===== src/sv/grid_raycast_column_unit_defines.svh =====
// ----------------------------------------------------------------------------
// Assertion macros for the grid raycast column unit
// Clocked property checks that can be compiled out with ASSERT_OFF.
// ----------------------------------------------------------------------------
`ifndef GRID_RAYCAST_COLUMN_UNIT_DEFINES_SVH
`define GRID_RAYCAST_COLUMN_UNIT_DEFINES_SVH

`ifndef ASSERT_OFF
// Check that is switched off while reset is applied.
`define GRC_ASSERT(name, prop, msg) \
  name: assert property (@(posedge clk_i) disable iff (!rst_ni) prop) else $error(msg);
// Check that also holds while reset is applied.
`define GRC_ASSERT_RST(name, prop, msg) \
  name: assert property (@(posedge clk_i) prop) else $error(msg);
`else
`define GRC_ASSERT(name, prop, msg)
`define GRC_ASSERT_RST(name, prop, msg)
`endif

`endif


===== src/sv/grc_div.sv =====
// ----------------------------------------------------------------------------
// grc_div
// Iterative restoring divider, one quotient bit per cycle.
// ----------------------------------------------------------------------------
`default_nettype none

module grc_div #(
  parameter int DVW = 56,
  parameter int DSW = 40
) (
  input  wire logic           clk_i,
  input  wire logic           rst_ni,
  input  wire logic           start_i,
  input  wire logic [DVW-1:0] dividend_i,
  input  wire logic [DSW-1:0] divisor_i,
  output logic                done_o,
  output logic      [DVW-1:0] quotient_o,
  output logic      [DSW-1:0] remainder_o
);

  localparam int CNTW = $clog2(DVW);

  logic            busy_q, busy_d;
  logic            done_q, done_d;
  logic [CNTW-1:0] cnt_q, cnt_d;
  logic [DVW-1:0]  quo_q, quo_d;
  logic [DSW-1:0]  rem_q, rem_d;
  logic [DSW-1:0]  dsr_q, dsr_d;
  logic [DSW:0]    trial;
  logic            fits;

  // One trial subtraction per cycle.
  always_comb begin
    trial  = {rem_q, quo_q[DVW-1]};
    fits   = trial >= {1'b0, dsr_q};
    busy_d = busy_q;
    done_d = 1'b0;
    cnt_d  = cnt_q;
    quo_d  = quo_q;
    rem_d  = rem_q;
    dsr_d  = dsr_q;
    if (start_i) begin
      busy_d = 1'b1;
      cnt_d  = CNTW'(DVW - 1);
      quo_d  = dividend_i;
      rem_d  = '0;
      dsr_d  = divisor_i;
    end else if (busy_q) begin
      quo_d = {quo_q[DVW-2:0], fits};
      rem_d = fits ? DSW'(trial - {1'b0, dsr_q}) : trial[DSW-1:0];
      cnt_d = cnt_q - CNTW'(1);
      if (cnt_q == '0) begin
        busy_d = 1'b0;
        done_d = 1'b1;
      end
    end
  end

  // Control state.
  always_ff @(posedge clk_i or negedge rst_ni) begin
    if (!rst_ni) begin
      busy_q <= 1'b0;
      done_q <= 1'b0;
      cnt_q  <= '0;
    end else begin
      busy_q <= busy_d;
      done_q <= done_d;
      cnt_q  <= cnt_d;
    end
  end

  // Datapath registers.
  always_ff @(posedge clk_i) begin
    quo_q <= quo_d;
    rem_q <= rem_d;
    dsr_q <= dsr_d;
  end

  assign done_o      = done_q;
  assign quotient_o  = quo_q;
  assign remainder_o = rem_q;

endmodule

`default_nettype wire


===== config.mk =====
export PLATFORM = sky130hd
export DESIGN_NAME = grc_div
export DESIGN_NICKNAME = d
export VERILOG_FILES = /design/src/sv/grid_raycast_column_unit_defines.svh /design/src/sv/grc_div.sv
export SDC_FILE = /design/constraint.sdc
export NUM_CORES = 1
export LEC_CHECK = 0
export BUFFER_PORTS_ARGS = -buffer_cell sky130_fd_sc_hd__buf_2
export CORE_ASPECT_RATIO = 1.4
export CORE_UTILIZATION = 32
export DETAILED_ROUTE_END_ITERATION = 8
export GPL_TIMING_DRIVEN = 1
export PLACE_DENSITY = 0.49
export RECOVER_POWER = 50
export SYNTH_ARGS = -nofsm -noshare
export SYNTH_HDL_FRONTEND = slang
export SYNTH_SLANG_ARGS = --single-unit

===== constraint.sdc =====
create_clock -name clk_i -period 7.8 [get_ports clk_i]
set_clock_uncertainty 0.05 [all_clocks]
set_input_delay 1.17 -clock clk_i [delete_from_list [all_inputs] [get_ports clk_i]]
set_output_delay 1.17 -clock clk_i [all_outputs]
set_load 0.005 [all_outputs]

==> impl_metrics.tcl, run 1 <==
set metrics [dict create \
    ys_async_sr_fraction_pct 5.556 \
    drive_above_1_share_pct 26.20 \
    dpl-instance-area_um2 9405 \
    grt_pass1_wl_um 36070 \
    path_cells "clkbuf_1, clkbuf_1, mux2_2" \
    ys.flop_type "edfxtp_1" \
    slew_headroom_pct -65.73 \
    finalSetupTns_ps 0 \
    ys_seq_area_share_pct 47.50 \
    fin_crit_sh_pct 65.03 \
    areaGrowthSynthToFinish_pct 22.57 \
    cts_buffer_depth 2 \
    overflow 0 \
    cp_data_required_time_ps 7930 \
    grt_pass1_vias 6724 \
    post_drt_wl_per_cell_um 17.67 \
    gp_congestion 0.8287 \
    finalInstanceArea_um2 10020 \
    clkTransAtPathRegs_ps 60 \
    setup_viol 0 \
    max_cap_viol_count 2 \
    post_cts_buffers 0 \
    worstPathArrival_ps 5200 \
    reg2regPathDepth 11 \
    ir_worst_vdd_mv 0.1526 \
    cp-start-kind "input pin" \
    track_usage_pct 18.13 \
    root_buffer "clkbuf_16" \
    grt_max_degree 62 \
    synth.cell_area_um2 8177 \
    start_util_pct 32.91 \
    cellLeakagePower_nw 4.238 \
    cts_buffers 17 \
    cp_max_fo 48 \
    viasPerCell 5.046 \
    io_pins 196 \
    cts-hold-fix-buffers 0 \
    cts_resized 0 \
    dr_total_vias 6520 \
    drt_wl_total_um 22830 \
    crit_slowest_cell "clkbuf_1" \
    grt_antenna_before_repair 0 \
    clk_latency_ps 430 \
    drtIter0Drc 309 \
    cts_max_level 4 \
    min_period_ps 5073 \
    synthCells 790 \
    violations "max-capacitance violations, max-slew violations" \
    status "finished with violations" \
    dr.pass1.iters 6 \
    core_um2 24840 \
    hold_slack_ps 467.0 \
    synthDistinctLibCells 68 \
    crit_type "input pin to flop" \
    dieArea_um2 26200 \
    syn-num-nets 932 \
    die_h_um 191.1 \
    syn_avg_cell_area_um2 10.35 \
    yosysWarnings 0 \
    end_kind "flop" \
    fmax_ghz 0.1971 \
    die_width_um 137.1 \
    rsz0062_at_grt "false" \
    cts_sinks 144 \
    slew_viol_final 95 \
    tritoncts "done" \
    synth-seq-cells 144 \
    min_path_type "flop to flop" \
    crit_path_frequent_cell "clkbuf_1" \
    max_slew.worst_pin.slew_ps 2486 \
    power_density_nw_per_um2 327.0 \
    post-dp-hpwl_um 16760 \
    finalWorstSetupSlack_ps 2727 \
    antenna_left 0 \
    cpPeakStageDelay_ps 1870 \
    finalHoldViolations 0 \
    pre_cts_ws_ps 4259 \
    portBuffers 195 \
    synth_edf_count 96 \
    drc 0 \
    hold_depth 2 \
    diodes 0 \
    final_nets 1106 \
    fp-row-count 68 \
]
[where the power goes]
| part | switching, W | total [W] | internal [W] |
|---|---|---|---|
| clock | 0.000337 | 0.000962 | 0.000625 |
| sequential | 0.000113 | 0.00107 | 0.000953 |
| combinational | 0.000734 | 0.00125 | 0.000514 |
[worst paths after layout]
path | start | slack, ps | end
worst max-delay path | start_i | 2730 | quotient_o[11]$_DFFE_PP_
worst min-delay path | remainder_o[20]$_SDFFE_PP0P_ | 470 | remainder_o[20]$_SDFFE_PP0P_
worst max register to register | dsr_q[1]$_DFFE_PP_ | 4310 | quotient_o[0]$_DFFE_PP_
worst min register to register | remainder_o[20]$_SDFFE_PP0P_ | 470 | remainder_o[20]$_SDFFE_PP0P_
max in group asynchronous | rst_ni | 6720 | busy_q$_DFF_PN0_
min in group asynchronous | rst_ni | 630 | cnt_q[2]$_DFFE_PN0P_
[Yosys cell counts (4+ instances only)]
cell type,number,share of area (%)
edfxtp_1,96,35
nor2_1,76,3.5
a21oi_1,66,4.0
mux2_2,56,7.7
inv_1,52,2.4
nand2_1,45,2.1
ha_1,42,6.4
dfxtp_1,40,9.8
a211oi_1,32,2.9
clkbuf_1,31,1.4
xnor2_1,28,3.0
o21ai_1,18,1.1
a21o_1,17,1.6
nand4_1,17,1.3
o21ai_0,17,1.0
buf_2,14,0.86
nor3_1,13,0.80
xor2_1,11,1.2
dfrtp_1,8,2.4
nand2b_1,8,0.61
nand3_1,8,0.49
nor2b_1,7,0.54
a32oi_1,6,0.64
and3_1,6,0.46
mux2i_1,6,0.73
nor4_1,6,0.46
o21a_1,4,0.37
[through the flow]
| stage | power (W) | utilization (%) | cells |
|---|---|---|---|
| 3_3_place_gp | 0.002350 | 37.86 | 1260 |
| 6_report | 0.003277 | 40.34 | 1292 |
| 2_1_floorplan | 0.001958 | - | 790 |
| 5_1_grt | 0.003496 | 40.34 | 1292 |
| 3_5_place_dp | 0.002348 | 37.86 | 1260 |
| 4_1_cts | 0.003330 | 40.62 | 1292 |
[area by class of cell]
| class | instances | area (um^2) |
|---|---|---|
| fill | 2553 | 14820 |
| multi-input combinational | 546 | 3896 |
| sequential | 144 | 3885 |
| timing repair buffer | 202 | 960.9 |
| clock buffer | 24 | 514.2 |
| tap | 315 | 394.1 |
| inverter | 53 | 198.9 |
| clock inverter | 8 | 172.7 |
[sequential cells by signal, summed over array words and instances (netlist names)]
| name | flops |
|---|---|
| busy_q | 1 |
| quotient_o | 56 |
| cnt_q | 6 |
| done_o | 1 |
| remainder_o | 40 |
| dsr_q | 40 |
[placed cells by master (no fill, tap or decap), types with 3 or more instances in the layout]
| master | instances |
|---|---|
| nor3_1 | 13 |
| dfrtp_1 | 7 |
| clkbuf_1 | 54 |
| o21ai_1 | 18 |
| edfxtp_1 | 96 |
| xnor2_1 | 28 |
| inv_1 | 51 |
| nand2_1 | 45 |
| mux2_2 | 56 |
| o21bai_1 | 3 |
| buf_4 | 6 |
| nor2b_1 | 7 |
| a22o_1 | 3 |
| ha_1 | 42 |
| nand3_1 | 8 |
| a21o_1 | 17 |
| bufinv_16 | 5 |
| mux2i_1 | 6 |
| or3_1 | 3 |
| xor2_1 | 11 |
| nand2b_1 | 8 |
| nor4_1 | 6 |
| nor2_1 | 76 |
| buf_2 | 144 |
| clkbuf_16 | 19 |
| o21ai_0 | 17 |
| dfxtp_1 | 40 |
| a211oi_1 | 32 |
| a21oi_1 | 66 |
| a32oi_1 | 6 |
| o21a_1 | 4 |
| nand4_1 | 17 |
| and3_1 | 6 |
[critical path: cells and delay by family]
family	cells	cell delay, ps
muxes	1	470
buffers and inverters	2	3550
[cells by family (layout without fill, tap and decap cells)]
family          count (synthesis)  count (layout)  share of synthesized area [%]
compound gates                197             197                          16.10
fa+ha+maj                      43              43                          6.672
flops                         144             144                          47.50
mux                            62              62                          8.447
simple gates                  205             205                          12.26
xor+xnor                       39              39                          4.178
buf+inv                       100             287                          4.851
[layer usage]
layer | share of wire [%] | GRT usage (%) | wire, um
met5 | 0 | 0 | 0
met2 | 52 | 32.67 | 11770
met1 | 40 | 19.97 | 9154
met3 | 6.9 | 5.648 | 1569
met4 | 1.5 | 5.579 | 333
(Power assumes the default switching activity.)
==> run 2, diff against run 1 <==
ABC_AREA = 1   (was unset)
clock period = 4.8 ns   (was 7.8 ns; I/O delays follow)
==> impl_metrics.tcl, run 2 <==
set metrics [dict create \
    setup_viol 0 \
    synth_top_area_cell "edfxtp_1" \
    violations "max-capacitance violations, max-slew violations" \
    die_h_um 202.9 \
    worstPathArrival_ps 3290 \
    drt_wl_total_um 27560 \
    ys_async_sr_fraction_pct 5.556 \
    end_kind "flop" \
    largest_reg_flops 56 \
    tritoncts "done" \
    synth.cell_area_um2 9225 \
    crit_type "flop to flop" \
    status "finished with violations" \
    die_width_um 145.5 \
    post_drt_wl_per_cell_um 14.55 \
    portBuffers 195 \
    max_slew.worst_pin.slew_ps 1924 \
    clk_latency_ps 430 \
    track_usage_pct 19.29 \
    diodes 0 \
    slew_headroom_pct -28.24 \
    cp-start-kind "flop" \
    max_cap_viol_count 1 \
    finalSetupTns_ps 0 \
    drc 0 \
    syn-num-nets 1458 \
    root_buffer "clkbuf_16" \
    areaGrowthSynthToFinish_pct 20.17 \
    overflow 0 \
    min_path_type "input pin to async pin" \
    mostFrequentLayoutCells "nand2_1 (570), inv_1 (227), buf_2 (142)" \
    regArea_um2 3884 \
    yosysMostFrequentCell "nand2_1" \
    grt_pass1_wl_um 44260 \
    num-fill-cells 3071 \
    synth_common_cells "nand2_1 (570), inv_1 (227), edfxtp_1 (96)" \
    met2_usage_pct 36.16 \
    gp_congestion 0.9251 \
    fp-row-count 73 \
    synthCells 1316 \
    core_um2 28410 \
    fmax_ghz 0.3376 \
    startpoint "remainder_o[35]$_SDFFE_PP0P_" \
    antenna_left 0 \
    clkTransAtPathRegs_ps 60 \
    slew_viol_final 48 \
    cts_buffers 17 \
    drtIter0Drc 351 \
    grt_pass1_vias 8517 \
    cts_max_level 4 \
    top_usage_layer "met2" \
    grt_use_met3_pct 4.764 \
    final_util_pct 39.03 \
    power_density_nw_per_um2 482.7 \
    synth-seq-cells 144 \
    io_pins 196 \
    finalHoldViolations 0 \
    cts_resized 0 \
    yosysWarnings 0 \
    cts-hold-fix-buffers 0 \
    synthDistinctLibCells 37 \
    post-dp-hpwl_um 21460 \
    min_period_ps 2962 \
    yosys.area.top_type_share_pct 31.25 \
    ys_seq_area_share_pct 42.10 \
    dr.pass1.iters 5 \
    synth_area_leaders "edfxtp_1 (31%), nand2_1 (23%), inv_1 (9.2%), dfxtp_1 (8.7%), ha_1 (5.7%)" \
    drive_above_1_share_pct 12.90 \
    cellLeakagePower_nw 5.928 \
    cp_data_required_time_ps 5120 \
    ir_worst_vdd_mv 0.1867 \
    grt_max_degree 63 \
    multi_input_area_um2 4310 \
    post_cts_buffers 0 \
    fin_crit_sh_pct 61.71 \
    ys.flop_type "edfxtp_1" \
    dr_total_vias 8497 \
    cts_sinks 144 \
    viasPerCell 4.486 \
    layout_commonest_cell "nand2_1" \
    syn_avg_cell_area_um2 7.010 \
    synth_edf_count 96 \
    dieArea_um2 29520 \
    grt_antenna_before_repair 0 \
    start_util_pct 32.48 \
    cts_buffer_depth 2 \
    final_nets 1648 \
    cp_max_fo 40 \
    r2r-start "remainder_o[35]$_SDFFE_PP0P_" \
    gr-usage-met1_pct 20.74 \
    rsz0062_at_grt "false" \
]
==> run 2: cell count changes after synthesis, sizes merged, moves of 14 or more <==
cell | previous run | this run
nand3b | 1 | 22
a211oi | 34 | 0
nand3 | 9 | 96
nand2 | 46 | 573
a21o | 17 | 1
nand4 | 17 | 3
a21oi | 68 | 23
mux2 | 56 | 0
inv | 53 | 229
==> run 2: final timing paths <==
check | to | slack [ps] | cells after the start
max in group asynchronous | cnt_q[1]$_DFFE_PN0P_ | 4220 | 1
min | cnt_q[5]$_DFFE_PN0P_ | 160 | 1
max reg2reg | remainder_o[35]$_SDFFE_PP0P_ | 1840 | 10
max | remainder_o[35]$_SDFFE_PP0P_ | 1840 | 10
min in group clk_i | dsr_q[31]$_DFFE_PP_ | 410 | 1
min reg2reg | remainder_o[25]$_SDFFE_PP0P_ | 440 | 2
==> run 2: power breakdown <==
| part | total [W] | leakage [nW] | switching (W) | internal [W] |
|---|---|---|---|---|
| clock network | 0.00138 | 0.290 | 0.000560 | 0.000817 |
| logic | 0.00229 | 4.22 | 0.00145 | 0.000839 |
| registers | 0.00168 | 1.42 | 0.000150 | 0.00153 |
| total | 0.00535 | 5.93 | 0.00216 | 0.00319 |
==> run 2: area by class of cell <==
type	count	share of cell area, %
clock inverter	14	1.479
sequential	144	35.03
tap	375	4.233
multi-input combinational	911	38.88
clock buffer	18	3.871
timing repair buffer	203	8.747
inverter	229	7.754
==> run 2: cells by family after synthesis <==
logic type               synth area share [%]
XOR/XNOR                                2.089
flip-flops                              42.10
AO/OA/AOI/OAI                           3.540
AND/OR/NAND/NOR                         35.18
buffers and inverters                   11.18
adder cells (fa/ha/maj)                 5.913
==> run 2: worst max-delay path, stage by stage, from the launching register on <==
cell,delay [ps]
dfxtp_1,340
ha_1,410
a21oi_1,210
o21ai_0,170
a21oi_1,170
nand2_1,110
nor2_4,570
nand2_4,440
nand3_1,280
nand2_1,70
nand2_1,50
==> run 2: layer usage <==
| metal | vias up | wire (um) |
|---|---|---|
| met5 | - | 0 |
| met4 | 0 | 717 |
| met3 | 39 | 1578 |
| met2 | 221 | 14280 |
| met1 | 3799 | 10980 |
| li1 | 4438 | - |
==> run 2: through the flow <==
step	setup slack [ps]	cells	cell area, um^2	total power (W)	hold slack, ps
5_1_grt	1596	1894	11090	0.005802	160.2
3_5_place_dp	1813	1862	10560	0.004045	431.1
4_1_cts	1792	1894	11160	0.005449	57.53
2_1_floorplan	1343	1316	9225	0.003351	374.4
3_3_place_gp	1806	1862	10560	0.004043	424.4
6_report	1838	1894	11090	0.005351	159.8
